--- config.mk ---
export PLATFORM = sky130hd
export DESIGN_NAME = positional_array_list_unit
export DESIGN_NICKNAME = d
export VERILOG_FILES = /design/src/hdl/pal_pkg.sv /design/src/hdl/pal_ram.sv /design/src/hdl/pal_ctrl.sv /design/src/hdl/positional_array_list_unit.sv
export SDC_FILE = /design/constraint.sdc
export NUM_CORES = 1
export LEC_CHECK = 0
export BUFFER_PORTS_ARGS = -buffer_cell sky130_fd_sc_hd__buf_2
export CAP_MARGIN = 20
export CORE_MARGIN = 4
export CORE_UTILIZATION = 65
export DETAILED_ROUTE_END_ITERATION = 12
export PLACE_DENSITY_LB_ADDON = 0.08
export SYNTH_ARGS = -nofsm -noshare
export SYNTH_HDL_FRONTEND = slang
export SYNTH_HIERARCHICAL = 1
export SYNTH_SLANG_ARGS = --single-unit
export TNS_END_PERCENT = 100
--- constraint.sdc ---
create_clock -name clock -period 7.35 [get_ports clock]
set_clock_uncertainty 0.2 [all_clocks]
set_input_delay 0.3675 -clock clock [delete_from_list [all_inputs] [get_ports clock]]
set_output_delay 0.3675 -clock clock [all_outputs]
set_load 0.005 [all_outputs]
--- src/hdl/pal_pkg.sv ---
package pal_pkg;

   localparam int CAPACITY = 8;
   localparam int IDX_W    = (CAPACITY > 1) ? $clog2(CAPACITY) : 1;
   localparam int FILL_W   = $clog2(CAPACITY + 1);
   localparam int POS_W    = 7;
   localparam int WORD_W   = 32;
   localparam int COUNT_W  = 7;

   typedef logic [IDX_W-1:0]  idx_type;
   typedef logic [FILL_W-1:0] fill_type;

   typedef enum logic [1:0] {
      OP_INSERT = 2'd0,
      OP_DELETE = 2'd1,
      OP_DUMP   = 2'd2,
      OP_NOP    = 2'd3
   } op_type;

   typedef enum logic [1:0] {
      ST_OK    = 2'd0,
      ST_FULL  = 2'd1,
      ST_EMPTY = 2'd2,
      ST_RANGE = 2'd3
   } status_type;

   typedef struct packed {
      op_type                   operation;
      logic [POS_W-1:0]         position;
      logic signed [WORD_W-1:0] value;
   } req_type;

   typedef struct packed {
      status_type               status;
      logic signed [WORD_W-1:0] word;
      logic [COUNT_W-1:0]       count;
      logic                     last;
   } rsp_type;

   // result event from the sequencer; count is attached by the top level
   typedef struct packed {
      logic                     emit;
      status_type               status;
      logic signed [WORD_W-1:0] word;
      logic                     last;
      logic                     grow;
      logic                     shrink;
   } evt_type;

endpackage

--- src/hdl/pal_ram.sv ---
module pal_ram
   import pal_pkg::*;
(
   input  logic                     clock,
   input  logic                     wr_en,
   input  idx_type                  wr_addr,
   input  logic signed [WORD_W-1:0] wr_data,
   input  idx_type                  rd_addr,
   output logic signed [WORD_W-1:0] rd_data
);

   logic signed [WORD_W-1:0] mem [CAPACITY];
   logic signed [WORD_W-1:0] rd_data_ff;

   always_ff @(posedge clock) begin
      if (wr_en) begin
         mem[wr_addr] <= wr_data;
      end
      rd_data_ff <= mem[rd_addr];
   end

   assign rd_data = rd_data_ff;

endmodule

--- src/hdl/pal_ctrl.sv ---
module pal_ctrl
   import pal_pkg::*;
(
   input  logic                     clock,
   input  logic                     reset,
   input  logic                     start,
   input  req_type                  req,
   input  fill_type                 fill,
   output logic                     busy,
   output logic                     wr_en,
   output idx_type                  wr_addr,
   output logic signed [WORD_W-1:0] wr_data,
   output idx_type                  rd_addr,
   input  logic signed [WORD_W-1:0] rd_data,
   output evt_type                  evt
);

   typedef enum logic [3:0] {
      S_IDLE,
      S_INS_RD,
      S_INS_WR,
      S_INS_PUT,
      S_DEL_RD,
      S_DEL_GRAB,
      S_SH_RD,
      S_SH_WR,
      S_DUMP_RD,
      S_DUMP_OUT,
      S_REPLY
   } state_type;

   state_type                state_ff, state_in;
   idx_type                  ptr_ff, ptr_in;
   idx_type                  key_ff, key_in;
   logic signed [WORD_W-1:0] val_ff, val_in;
   logic signed [WORD_W-1:0] word_ff, word_in;
   op_type                   op_ff, op_in;
   status_type               status_ff, status_in;

   logic [POS_W-1:0] fill_pos;
   fill_type         ptr_ext;
   logic             full;
   logic             empty;

   assign fill_pos = POS_W'(fill);
   assign ptr_ext  = FILL_W'(ptr_ff);
   assign full     = (fill == FILL_W'(CAPACITY));
   assign empty    = (fill == '0);
   assign busy     = (state_ff != S_IDLE);

   always_comb begin
      state_in  = state_ff;
      ptr_in    = ptr_ff;
      key_in    = key_ff;
      val_in    = val_ff;
      word_in   = word_ff;
      op_in     = op_ff;
      status_in = status_ff;
      wr_en     = 1'b0;
      wr_addr   = ptr_ff;
      wr_data   = rd_data;
      rd_addr   = ptr_ff;
      evt       = '0;

      unique case (state_ff)
         S_IDLE: begin
            if (start) begin
               op_in     = req.operation;
               val_in    = req.value;
               word_in   = '0;
               status_in = ST_OK;
               key_in    = IDX_W'(req.position - POS_W'(1));
               unique case (req.operation)
                  OP_INSERT: begin
                     ptr_in = IDX_W'(fill);
                     if (full) begin
                        status_in = ST_FULL;
                        state_in  = S_REPLY;
                     end else if (req.position == '0 ||
                                  req.position > fill_pos + POS_W'(1)) begin
                        status_in = ST_RANGE;
                        state_in  = S_REPLY;
                     end else if (fill_pos == req.position - POS_W'(1)) begin
                        state_in = S_INS_PUT;
                     end else begin
                        state_in = S_INS_RD;
                     end
                  end
                  OP_DELETE: begin
                     ptr_in = IDX_W'(req.position - POS_W'(1));
                     if (empty) begin
                        status_in = ST_EMPTY;
                        state_in  = S_REPLY;
                     end else if (req.position == '0 || req.position > fill_pos) begin
                        status_in = ST_RANGE;
                        state_in  = S_REPLY;
                     end else begin
                        state_in = S_DEL_RD;
                     end
                  end
                  OP_DUMP: begin
                     ptr_in = '0;
                     if (empty) begin
                        status_in = ST_EMPTY;
                        state_in  = S_REPLY;
                     end else begin
                        state_in = S_DUMP_RD;
                     end
                  end
                  default: begin
                     state_in = S_REPLY;
                  end
               endcase
            end
         end
         // open a hole: move entry ptr-1 up to ptr
         S_INS_RD: begin
            rd_addr  = ptr_ff - IDX_W'(1);
            state_in = S_INS_WR;
         end
         S_INS_WR: begin
            wr_en   = 1'b1;
            wr_addr = ptr_ff;
            wr_data = rd_data;
            ptr_in  = ptr_ff - IDX_W'(1);
            if (ptr_ff - IDX_W'(1) == key_ff) begin
               state_in = S_INS_PUT;
            end else begin
               state_in = S_INS_RD;
            end
         end
         S_INS_PUT: begin
            wr_en      = 1'b1;
            wr_addr    = key_ff;
            wr_data    = val_ff;
            evt.emit   = 1'b1;
            evt.status = ST_OK;
            evt.last   = 1'b1;
            evt.grow   = 1'b1;
            state_in   = S_IDLE;
         end
         S_DEL_RD: begin
            rd_addr  = ptr_ff;
            state_in = S_DEL_GRAB;
         end
         S_DEL_GRAB: begin
            word_in = rd_data;
            if (ptr_ext + FILL_W'(1) == fill) begin
               state_in = S_REPLY;
            end else begin
               state_in = S_SH_RD;
            end
         end
         // close the gap: move entry ptr+1 down to ptr
         S_SH_RD: begin
            rd_addr  = ptr_ff + IDX_W'(1);
            state_in = S_SH_WR;
         end
         S_SH_WR: begin
            wr_en   = 1'b1;
            wr_addr = ptr_ff;
            wr_data = rd_data;
            ptr_in  = ptr_ff + IDX_W'(1);
            if (ptr_ext + FILL_W'(2) == fill) begin
               state_in = S_REPLY;
            end else begin
               state_in = S_SH_RD;
            end
         end
         S_DUMP_RD: begin
            rd_addr  = ptr_ff;
            state_in = S_DUMP_OUT;
         end
         S_DUMP_OUT: begin
            evt.emit   = 1'b1;
            evt.status = ST_OK;
            evt.word   = rd_data;
            evt.last   = (ptr_ext + FILL_W'(1) == fill);
            ptr_in     = ptr_ff + IDX_W'(1);
            if (ptr_ext + FILL_W'(1) == fill) begin
               state_in = S_IDLE;
            end else begin
               state_in = S_DUMP_RD;
            end
         end
         S_REPLY: begin
            evt.emit   = 1'b1;
            evt.status = status_ff;
            evt.word   = word_ff;
            evt.last   = 1'b1;
            evt.shrink = (op_ff == OP_DELETE) && (status_ff == ST_OK);
            state_in   = S_IDLE;
         end
         default: begin
            state_in = S_IDLE;
         end
      endcase
   end

   always_ff @(posedge clock) begin
      if (reset) begin
         state_ff <= S_IDLE;
      end else begin
         state_ff <= state_in;
      end
      ptr_ff    <= ptr_in;
      key_ff    <= key_in;
      val_ff    <= val_in;
      word_ff   <= word_in;
      op_ff     <= op_in;
      status_ff <= status_in;
   end

endmodule

--- src/hdl/positional_array_list_unit.sv ---
// Channel   Ports                        Handshake
// command   start, busy, req_data        taken when start && !busy
// result    rsp_valid, rsp_data          one-cycle strobe, cannot be held off
//
// Entries sit in a RAM with a registered read; the sequencer moves one entry at a time, read then write.
// Insert at p shifts entries p..n up, then writes the word; delete reads entry p, shifts the rest down.
// Dump reads and sends each entry in turn. Errors and the unused code answer from the reply state.
// Results leave through one register; busy falls in the cycle the final result shows.
// reset (synchronous) empties the list; entry contents are not cleared.
// The receiver cannot stall, so nothing ever waits on the result side.
module positional_array_list_unit
   import pal_pkg::*;
(
   input  logic    clock,
   input  logic    reset,
   input  logic    start,
   output logic    busy,
   input  req_type req_data,
   output logic    rsp_valid,
   output rsp_type rsp_data
);

   fill_type                 fill_ff, fill_in;
   logic                     rsp_valid_ff;
   rsp_type                  rsp_data_ff, rsp_data_in;
   evt_type                  evt;
   logic                     wr_en;
   idx_type                  wr_addr;
   logic signed [WORD_W-1:0] wr_data;
   idx_type                  rd_addr;
   logic signed [WORD_W-1:0] rd_data;

   pal_ctrl u_ctrl (
      .clock   (clock),
      .reset   (reset),
      .start   (start),
      .req     (req_data),
      .fill    (fill_ff),
      .busy    (busy),
      .wr_en   (wr_en),
      .wr_addr (wr_addr),
      .wr_data (wr_data),
      .rd_addr (rd_addr),
      .rd_data (rd_data),
      .evt     (evt)
   );

   pal_ram u_ram (
      .clock   (clock),
      .wr_en   (wr_en),
      .wr_addr (wr_addr),
      .wr_data (wr_data),
      .rd_addr (rd_addr),
      .rd_data (rd_data)
   );

   // list length moves only when a transaction completes successfully
   always_comb begin
      fill_in = fill_ff;
      if (evt.emit && evt.grow) begin
         fill_in = fill_ff + FILL_W'(1);
      end else if (evt.emit && evt.shrink) begin
         fill_in = fill_ff - FILL_W'(1);
      end
      rsp_data_in.status = evt.status;
      rsp_data_in.word   = evt.word;
      rsp_data_in.count  = COUNT_W'(fill_in);
      rsp_data_in.last   = evt.last;
   end

   always_ff @(posedge clock) begin
      if (reset) begin
         fill_ff      <= '0;
         rsp_valid_ff <= 1'b0;
      end else begin
         fill_ff      <= fill_in;
         rsp_valid_ff <= evt.emit;
      end
      rsp_data_ff <= rsp_data_in;
   end

   assign rsp_valid = rsp_valid_ff;
   assign rsp_data  = rsp_data_ff;

endmodule

==> summary.md <==
| Metric | Value |
|---|---|
| Result of the run | finished, final reports clean |
| Antenna fix cells | 0 |
| Count of flip-flops with a built-in enable after synthesis | 330 |
| Share of the synthesized area in the top cell type | 0.610 |
| Count of yosys warnings during synthesis | 6 |
| Cell-by-cell trace of the critical path | nand2_1 > nor3_2 > buf_4 > mux2_1 > nand2b_1 > nor3_2 > buf_4 |
| Worst setup slack before clock tree synthesis | 3.80 ns |
| Actual slew at the worst max-slew pin | 0.918 ns |
| Critical Path Max Stage Delay | 0.78 ns |
| Detail-routed net length per standard cell | 24.5 µm |
| Count of final setup violators | 0 |
| CP arrival | 3.51 ns |
| Post-layout worst setup margin | 3.81 ns |
| Proportion of power drawn by combinational gates | 0.268 |
| Post-DP HPWL | 18200 µm |
| Share of power burned in registers | 0.456 |
| Normalized max-slew margin | 0.388 |
| Pins over their slew limit | 0 |
| Number of max-cap violations | 0 |
| Cell count after synthesis | 893 |
| Root Driver | sky130_fd_sc_hd__clkbuf_16 |
| Proportion of synthesized flip-flops having asynchronous set or reset | 0 |
| GRT Util Overall | 0.248 |
| Starting DRT DRC Count | 774 |
| Max stage delay cell, worst path | sky130_fd_sc_hd__dfxtp_1 |
| Final cycle utilization of the critical path | 0.482 |
| Synth Cell Area | 16200 µm² |
| Fraction of the yosys area taken by sequential cells | 0.709 |
| Number of buffers and inverters on the critical path | 2 |
| Pin count of the biggest net entering global routing | 65 |
| Antenna violations before repair | 0 |
| Number of top-level pins | 88 |
| Number of global-route vias before repair | 8857 |
| Req. time, crit path | 7.32 ns |
| Internal power | 5.32 mW |
| Post-synthesis sequential element count | 410 |
| Setup TNS | 0 ns |
| Starting utilization of the core area | 0.664 |
| Cell type contributing the most total cell area after synthesis | sky130_fd_sc_hd__edfxtp_1 |
| Final weighted congestion in routability-driven placement | 0.821 |
| Final nets | 1095 |
| Count of antenna-violating nets left after detailed routing | 0 |
| Launch point of the worst path | u_ctrl/state_ff[0] |
| Vias per cell | 6.10 |
| Maximum achievable frequency | 282 MHz |
| Total number of vias | 8445 |
| Cell family with the largest share of critical-path delay | simple AND/OR/NAND/NOR gates |
| Proportion of power drawn by the clock network | 0.276 |
| Area growth syn-to-layout | 15.7% |
| Clock tree from TritonCTS | built |
| Fraction of synthesized cell area in xor and xnor cells | 0.0129 |
| Type of element launching the critical path | register |
| Clock insertion delay at the later pin of the skew report | 0.53 ns |
| Library cells used by synthesis | 75 |
| Fraction of final layout cells with drive strength greater than 1 | 0.234 |
| Minimum clock period | 3.54 ns |
| Unrepaired setup endpoints after global routing | false |
| Final hold violation count | 0 |
| Area fraction in compound gates after synthesis | 0.0433 |
| Adder and majority cell fraction of the synthesized area | 0.0169 |
| Maximum count of clock buffers along a single path | 3 |
| Global-route wire length before repair | 52700 µm |
| Total Die Area | 27600 µm² |
| Proportion of synthesized area in mux cells | 0.146 |
| Switching power total | 2.12 mW |
| Length of the first detailed-routing pass in iterations | 5 |
| Core footprint | 24500 µm² |
| Die height | 166 µm |
| DR DRC count | 0 |
| Site row count | 57 |
| Count of clock tree sinks | 410 |
| Switching fraction of total power | 0.285 |
| Total grt overflow | 0 |
| Simple-gate share of the synthesized area | 0.0512 |
| Type of the tightest min-delay check | input port to register |
| Clock input transition at the sequential cells of the worst setup and hold paths | 0.06 ns |
| Power Dens Cells | 396 nW/µm² |
| Dominant cells by area after synthesis | sky130_fd_sc_hd__edfxtp_1 (61%), sky130_fd_sc_hd__dfxtp_1 (9.9%), sky130_fd_sc_hd__mux4_1 (6.5%) |
| Pwr Total | 7.44 mW |
| Syn avg cell area | 18.2 µm² |
| Wirelength, routed | 33900 µm |
| IO Port Bufs | 84 |
| Min Hold Slack | 0.0850 ns |
| Total placed instance area | 17100 µm² |
| Peak supply drop | 0.000406 V |
| Min-Delay Startpoint | req_data[32] |
| Post-synth top flop | sky130_fd_sc_hd__edfxtp_1 |
| Worst setup path class | register to register |
| Leakage power total | 6.68 nW |
| Area of all placed cells without fillers | 18800 µm² |
| Overall die width | 166 µm |
| Reg2Reg Launch Point | u_ctrl/state_ff[0] |
| Crit path capture type | register |
| H-Tree Level Count | 2 |
| Critical Path Fanout Max | 32 |
| Largest family of logic cells by synthesized area | multiplexers |
| Clock buffers created by TritonCTS | 40 |
## final timing paths
| kind | endpoint | slack [ns] | cells past startpoint |
|---|---|---|---|
| hold reg to reg | rsp_data[35] | 0.27 | 1 |
| setup reg to reg | u_ram/mem[0][6] | 3.81 | 7 |
| hold / removal | u_ctrl/key_ff[0] | 0.08 | 2 |
| setup / recovery | u_ram/mem[0][6] | 3.81 | 7 |
## power by group through the flow
stage | Sequential [mW] | Combinational, mW | Clock (mW)
2_1_floorplan | 3.33 | 1.51 | 0
3_3_place_gp | 3.41 | 1.83 | 0
3_5_place_dp | 3.44 | 1.92 | 0
4_1_cts | 3.40 | 1.96 | 2.08
5_1_grt | 3.43 | 2.14 | 2.20
6_report | 3.40 | 1.99 | 2.05
## sequential cells by signal, summed over array words and instances, names as in the netlist
name / count
u_ctrl/state_ff: 4
rsp_valid: 1
fill_ff: 4
u_ctrl/word_ff: 32
u_ctrl/key_ff: 3
u_ctrl/status_ff: 2
rsp_data: 39
u_ctrl/val_ff: 32
u_ctrl/ptr_ff: 3
u_ctrl/op_ff: 2
u_ram/rd_data: 32
u_ram/mem: 256
## metrics by stage
step                      std cells   util
final                          1384  0.768
after floorplan                 895      -
after CTS                      1382  0.766
after global routing           1384  0.768
after global placement         1273  0.697
after detailed placement       1273  0.697
## what timing repair did
action                    CTS  global route
buffers inserted            0             0
hold buffers               36             0
hold endpoints to repair   38             0
resized for setup           0             0
## worst reg2reg max path: cells and delay by family (launching register included)
| family | cells | cell delay [ns] |
|---|---|---|
| DFF | 1 | 0.78 |
| and+or+nand+nor | 4 | 0.92 |
| buffers and inverters | 2 | 0.85 |
| muxes | 1 | 0.39 |
## cell usage after synthesis (2+ instances only)
| cell | instances |
|---|---|
| sky130_fd_sc_hd__buf_4 | 5 |
| sky130_fd_sc_hd__inv_2 | 2 |
| sky130_fd_sc_hd__nand3b_1 | 2 |
| sky130_fd_sc_hd__nand2b_1 | 7 |
| sky130_fd_sc_hd__clkbuf_1 | 19 |
| sky130_fd_sc_hd__o22a_1 | 2 |
| sky130_fd_sc_hd__o22ai_1 | 2 |
| sky130_fd_sc_hd__nand4_1 | 3 |
| sky130_fd_sc_hd__and2_1 | 35 |
| sky130_fd_sc_hd__o21ai_0 | 10 |
| sky130_fd_sc_hd__edfxtp_1 | 330 |
| sky130_fd_sc_hd__nor3_1 | 7 |
| sky130_fd_sc_hd__nor2_1 | 28 |
| sky130_fd_sc_hd__mux4_2 | 24 |
| sky130_fd_sc_hd__mux4_1 | 40 |
| sky130_fd_sc_hd__nand2_1 | 20 |
| sky130_fd_sc_hd__dfxtp_1 | 80 |
| sky130_fd_sc_hd__a21oi_1 | 10 |
| sky130_fd_sc_hd__ha_1 | 22 |
| sky130_fd_sc_hd__nor3b_1 | 3 |
| sky130_fd_sc_hd__mux2_1 | 33 |
| sky130_fd_sc_hd__xor2_1 | 6 |
| sky130_fd_sc_hd__xnor2_1 | 18 |
| sky130_fd_sc_hd__mux2_2 | 34 |
| sky130_fd_sc_hd__inv_1 | 18 |
| sky130_fd_sc_hd__o21ai_1 | 7 |
| sky130_fd_sc_hd__a22o_1 | 34 |
| sky130_fd_sc_hd__buf_6 | 7 |
| sky130_fd_sc_hd__buf_1 | 3 |
| sky130_fd_sc_hd__nor2b_1 | 10 |
| sky130_fd_sc_hd__a31oi_1 | 4 |
| sky130_fd_sc_hd__buf_2 | 12 |
| sky130_fd_sc_hd__nor4_1 | 2 |
| sky130_fd_sc_hd__nand3_1 | 13 |
## layout make-up
cell class	count	area, µm²
Clock buffer	55	1090
Clock inverter	18	244
Tap cell	324	405
Sequential cell	410	11500
Timing Repair Buffer	138	941
Multi-Input combinational cell	419	4520
Inverter	20	75.1
Fill cell	1377	5680
## kinds of logic (layout without fill, tap and decap cells)
group           count (synthesis)  in the layout
compound gates                 92             92
other cells                     1              3
flops                         410            410
simple gates                  145            145
buf+inv                        66            231
fa+ha+maj                      22             22
xor+xnor                       24             24
mux                           133            133
## metal layers
layer  track usage  part of all wire  vias to the layer above
met4        0.0735             0.022                        0
met3        0.0376             0.060                       61
met1         0.343              0.41                     4289
li1              -                 -                     3796
met5             0                 0                        -
met2         0.416              0.50                      299
## placed cells by master, fill, tap and decap left out, types with 22 or more instances in the layout
cell,instances
sky130_fd_sc_hd__dfxtp_1,80
sky130_fd_sc_hd__mux4_1,40
sky130_fd_sc_hd__buf_2,84
sky130_fd_sc_hd__a22o_1,34
sky130_fd_sc_hd__edfxtp_1,330
sky130_fd_sc_hd__clkbuf_16,40
sky130_fd_sc_hd__ha_1,22
sky130_fd_sc_hd__mux4_2,24
sky130_fd_sc_hd__and2_1,35
sky130_fd_sc_hd__mux2_1,33
sky130_fd_sc_hd__dlygate4sd3_1,36
sky130_fd_sc_hd__mux2_2,34
Power figures use the tool's default switching activity.
